--- config.mk ---
export PLATFORM = sky130hd
export DESIGN_NAME = mts_alu
export DESIGN_NICKNAME = d
export VERILOG_FILES = /design/src/hdl/mts_pkg.sv /design/src/hdl/mts_alu.sv
export SDC_FILE = /design/constraint.sdc
export NUM_CORES = 1
export LEC_CHECK = 0
export ABC_AREA = 1
export BUFFER_PORTS_ARGS = -buffer_cell sky130_fd_sc_hd__buf_2
export CAP_MARGIN = 20
export CORE_MARGIN = 8
export CORE_UTILIZATION = 55
export DETAILED_ROUTE_END_ITERATION = 6
export PLACE_DENSITY_LB_ADDON = 0.1
export SLEW_MARGIN = 25
export SYNTH_ARGS = -nofsm -noshare
export SYNTH_HDL_FRONTEND = slang
export SYNTH_SLANG_ARGS = --single-unit
--- constraint.sdc ---
create_clock -name vclk -period 1.9
set_input_delay 0.095 -clock vclk [all_inputs]
set_output_delay 0.095 -clock vclk [all_outputs]
set_load 0.005 [all_outputs]
--- src/hdl/mts_pkg.sv ---
// ----------------------------------------------------------------------------
// mts_pkg: shared types and constants for the transition sampler
// Field widths, operation codes and default table size.
// ----------------------------------------------------------------------------
package mts_pkg;

	localparam int CH_BITS       = 4;
	localparam int COUNT_BITS    = 32;
	localparam int FRACTION_BITS = 16;
	localparam int OP_BITS       = 2;
	localparam int ROWS_DEF      = 16;
	localparam int COLS_DEF      = 16;

	localparam int S_TDATA_BITS  = CH_BITS + CH_BITS + COUNT_BITS + FRACTION_BITS;
	localparam int M_TDATA_BITS  = 8;

	typedef enum logic [OP_BITS-1:0] {
		OP_ADD     = 2'd0,
		OP_REBUILD = 2'd1,
		OP_SAMPLE  = 2'd2,
		OP_NOP     = 2'd3
	} op_t;

endpackage

--- src/hdl/mts_alu.sv ---
// ----------------------------------------------------------------------------
// mts_alu: shared count arithmetic
// Saturating add of two counts and an unsigned greater-or-equal compare.
// ----------------------------------------------------------------------------
module mts_alu (
	input  logic [mts_pkg::COUNT_BITS-1:0] a,
	input  logic [mts_pkg::COUNT_BITS-1:0] b,
	output logic [mts_pkg::COUNT_BITS-1:0] sat_sum,
	output logic                           ge
);
	import mts_pkg::*;

	logic [COUNT_BITS:0] sum;

	always_comb begin
		sum     = {1'b0, a} + {1'b0, b};
		sat_sum = sum[COUNT_BITS] ? {COUNT_BITS{1'b1}} : sum[COUNT_BITS-1:0];
		ge      = (a >= b);
	end

endmodule

==> metrics, run 1 <==
GRT overflow=0; most common cell in the synthesized netlist=nand2_1; Ant. Diodes=0; Final period util=1.04; vias in the first global route=about 4500; Max Cap Viol=0; mux cell area share after synthesis=0; failing checks=negative setup slack; WHS=0.701 ns; hpwl dp=roughly 11000 µm; number of port buffers=97; Seq/Total Area, Yosys=0; Worst-Margin Slew=0.426 ns; min-delay src=a[5]; Post-Synthesis Cells=between 600 and 700; DP Cell Count=between 800 and 900; initial antenna violation count=0; largest area contributor in the netlist=nand2_1; Synth Area in Simple Gates=0.496; final wirelength=13800 µm; Max Fanout on Critical Path=8; Power per Cell Area=roughly 340 mW/mm²; total number of vias=roughly 5000; Setup CP Type=input port to output pin; layout cell share with drive strength beyond 1=0.314; unrepaired setup endpoints after global routing=yes; Hold WC Path Type=input port to output pin; FF+latch count=0; global-route wire length before repair=between 20000 and 25000 µm; die width=slightly below 100 µm; compound-gate portion of the synthesized area=0.0849; Total GRT Usage=0.267; CP max-delay cell=fa_2; synth top area cells=nand2_1 23%, ha_1 22%, inv_1 16%; Crit path arrival time=roughly 1.9 ns; Core Area=approximately 0.0063 mm²; antenna viol nets, final=0; io pins=97; commonest cells in the netlist=219 x nand2_1, 156 x inv_1, 64 x ha_1, 60 x nor2_1, 42 x nand3_1; Max Clk Rate=between 500 and 600 MHz; slowest cell delay on critical path=0.35 ns; Non-Filler Instances=909; fin nets=a little under 1000; Register Area=0 µm²; start point of the critical path=a[0]; Yosys warnings=0; first-iteration detailed-routing DRC count=424; die area=approximately 0.0093 mm²; final worst slack=-0.0669 ns; die height=96.5 µm; worst-path cell chain=buf_8 -> ha_4 -> fa_2 -> nand2_2 -> nand2_2 -> nand4_1 -> nand2_4 -> nand2_4 -> nand2_4 -> a21oi_4 -> buf_12 -> buf_12 -> nand3_2 -> buf_2; post-synthesis adder-cell area fraction=0.230; final worst path period need=slightly below 2 ns; outcome=finished, violations left; count of pins over their slew limit=0; Yosys top cell area share=0.230; gpl congestion=about 1; num rows=29; CP Depth=14; hold path endpoint=sat_sum[5]; Setup crit end kind=output pin; slew margin rel.=0.713; startpoint types=input port; largest family of logic cells by synthesized area=simple AND/OR/NAND/NOR gates; clk_buf instances=0; Syn Area/Cell=roughly 5.2 µm²; Leak=3.00 nW; worst hold path cell count=5; total iterations of the first detailed-routing run=5; Synth Area in XOR/XNOR=0; DR vias/cell=approximately 5.3; pin count of the biggest net entering global routing=10; Max rail drop VDD=roughly 0.00021 V; # DRC=0; kind of cell adding the most delay to the critical path=simple AND/OR/NAND/NOR gates; CP most frequent cell=nand2_4; Final Hold Vio Count=0; Initial Util=0.565; CP Buf/Inv Count=4; syn nets=around 800; synth unique cells=32; Synth Cell Area=0.00357 mm²; Critical Path RT=between 1.5 and 2 ns; WL/cell=15.2 µm; Final Setup Violations=32; Area growth syn-to-layout=40.9%
cells in the final DEF (no fill, tap or decap), types with 14 or more instances in the layout:
master,n
buf_2,91
a21oi_1,26
nand2_1,213
nand3_2,28
buf_4,49
inv_1,155
nor2_1,49
ha_1,46
nand3_1,31
nor3_1,14
where the power goes:
part	switching, mW	internal (mW)
Clock	0	0
Combinational	0.965	0.725
Sequential	0	0
timing repair:
action	CTS	global route
gates cloned	2	0
pin swaps	17	7
endpoints found under the setup margin	32	33
hold buffers	0	0
resized for setup	38	54
setup buffers	9	2
layout make-up:
class	instances	area (µm²)
tap	77	96.3
inverter	168	632
multi-input combinational	511	3260
timing repair buffer	153	1040
fill	476	1290
cell families after synthesis:
family / Yosys count
AOI/OAI and AO/OA: 53
and+or+nand+nor: 393
buffers and inverters: 172
adders and majority gates: 65
through the flow:
| step | total power [mW] | setup WS [ns] | area (µm²) | setup TNS [ns] | utilization |
|---|---|---|---|---|---|
| floorplan | 0.836 | 0.217 | 3570 | 0 | - |
| global placement | 1.35 | -0.141 | 4440 | -3.41 | 0.704 |
| detailed placement | 1.38 | -0.161 | 4440 | -4.01 | 0.704 |
| CTS | 1.51 | -0.0290 | 4720 | -0.336 | 0.748 |
| global route | 1.84 | -0.170 | 5030 | -4.07 | 0.796 |
| finish | 1.69 | -0.0669 | 5030 | -0.924 | 0.796 |
routing by layer:
metal,share of wire,GRT usage,vias to the layer above
li1,-,-,2400
met1,0.43,0.365,2198
met2,0.46,0.459,234
met3,0.094,0.0139,23
met4,0.019,0.0340,0
met5,0,0,-
how the worst max path moves through the flow:
stage | endpoint | slack (ns)
floorplan | sat_sum[27] | 0.22
global placement | sat_sum[2] | -0.14
detailed placement | sat_sum[7] | -0.16
CTS | sat_sum[17] | -0.03
global route | sat_sum[23] | -0.17
finish | sat_sum[23] | -0.07
(Power assumes the default switching activity.)
==> inputs of run 2 (changes only) <==
CORE_UTILIZATION = 43   (was 55)
==> metrics, run 2 (synthesized netlist as in run 1, its figures left out) <==
outcome=finished, violations left; failing checks=negative setup slack; die width=roughly 110 µm; gpl congestion=just over 0.9; most frequent cells in the layout=213 x nand2_1, 155 x inv_1, 89 x buf_2; Power per Cell Area=between 300 and 400 mW/mm²; Area growth syn-to-layout=46.4%; final worst slack=-0.0663 ns; # fillers=about 800; CP max-delay cell=ha_1; CTS Hold Buffers Added=0; FF+latch count=0; Max Cap Viol=0; Max Fanout on Critical Path=5; layout cell share with drive strength beyond 1=0.335; count of pins over their slew limit=0; start point of the critical path=b[29]; # DRC=0; antenna viol nets, final=0; hpwl dp=11400 µm; startpoint types=input port; vias in the first global route=around 4500; num rows=33; clk_buf instances=0; Setup crit end kind=output pin; Ant. Diodes=0; Crit path arrival time=around 1.9 ns; die area=0.0115 mm²; Setup CP Type=input port to output pin; DR vias/cell=between 4 and 5; Worst-Margin Slew=~0.41 ns; global-route wire length before repair=21200 µm; Leak=3.07 nW; commonest non-fill, non-tap cell in the layout=nand2_1; Max Clk Rate=509 MHz; GRT overflow=0; Register Area=0 µm²; Hold WC Path Type=input port to output pin; final wirelength=roughly 14000 µm; Final Setup Violations=25; io pins=between 90 and 100; Core Area=slightly above 0.008 mm²; Non-Filler Instances=952; number of port buffers=97; slew margin rel.=0.726; min-delay src=a[0]; Total GRT Usage=0.222; final setup TNS=-0.533 ns; initial antenna violation count=0; DP Cell Count=about 940; Post-Place Cell Area=0.00461 mm²; total iterations of the first detailed-routing run=5; WL/cell=roughly 14 µm; fin area=about 0.0052 mm²; die height=approximately 110 µm; Critical Path RT=approximately 1.8 ns; final worst path period need=roughly 2.0 ns; Final period util=1.03; fin nets=approximately 980; pin count of the biggest net entering global routing=12; Max rail drop VDD=0.000160 V; Final Hold Vio Count=0; total number of vias=around 4700; slowest cell delay on critical path=approximately 0.37 ns; unrepaired setup endpoints after global routing=yes; first-iteration detailed-routing DRC count=~240; worst-path cell chain=buf_2 -> inv_1 -> ha_1 -> inv_2 -> nand2_2 -> nor3_2 -> a21oi_1 -> nand2_2 -> a21oi_4 -> buf_6 -> clkbuf_16 -> nand3_2 -> buf_2; Initial Util=0.439
-- run 2: changes by cell type in the layout (fill, tap and decap cells not counted), moves of 2 or more --
cell    previous run  this run
buf_16             2         0
buf_2             91        89
buf_4             49        63
buf_6              6        10
ha_1              46        44
ha_4              13        16
nor2_1            49        42
nor2_2            11        15
nor2_4             1         4
nor3_2             3         5
-- run 2: path summary, 6_finish.rpt --
path / to / cells past startpoint
worst min-delay path: sat_sum[0] / 5
worst max-delay path: sat_sum[5] / 13
-- run 2: report_power, final --
part,internal [mW],switching (mW)
combinational,0.757,0.961
sequential,0,0
clock,0,0
total,0.757,0.961
-- run 2: layout make-up --
class                           count  area, µm²  area share
Inverter                          168        632       0.121
Multi-Input combinational cell    511       3320       0.635
Tap cell                          105        131      0.0251
Timing Repair Buffer              168       1140       0.218
-- run 2: worst max-delay path, delay by kind of cell --
family | cells | cell delay (ns)
AO/OA/AOI/OAI | 2 | 0.34
adder cells (fa/ha/maj) | 1 | 0.37
buffers and inverters | 6 | 0.66
AND/OR/NAND/NOR | 4 | 0.39
-- run 2: per-layer routing --
metal	vias up	GRT usage	wire length (µm)	part of all wire
met5	-	0	0	0
met4	0	0.0241	219	0.016
met3	16	0.0234	815	0.060
met2	147	0.361	5950	0.44
met1	2116	0.313	6590	0.49
li1	2425	-	-	-
-- run 2: metrics by stage --
step | hold WS [ns] | power [mW] | util | setup slack, ns
4_1_cts | 0.688 | 1.55 | 0.596 | -0.0328
3_5_place_dp | 0.655 | 1.44 | 0.567 | -0.140
3_3_place_gp | 0.645 | 1.43 | 0.567 | -0.115
6_report | 0.686 | 1.72 | 0.642 | -0.0663
2_1_floorplan | 0.360 | 0.836 | - | 0.217
5_1_grt | 0.703 | 1.89 | 0.642 | -0.155
-- run 2: timing repair --
| action | CTS | global route |
|---|---|---|
| cloned | 1 | 1 |
| pin swaps | 16 | 5 |
| setup endpoints to repair | 32 | 33 |
| setup buffers | 7 | 3 |
| gates resized for setup | 38 | 74 |
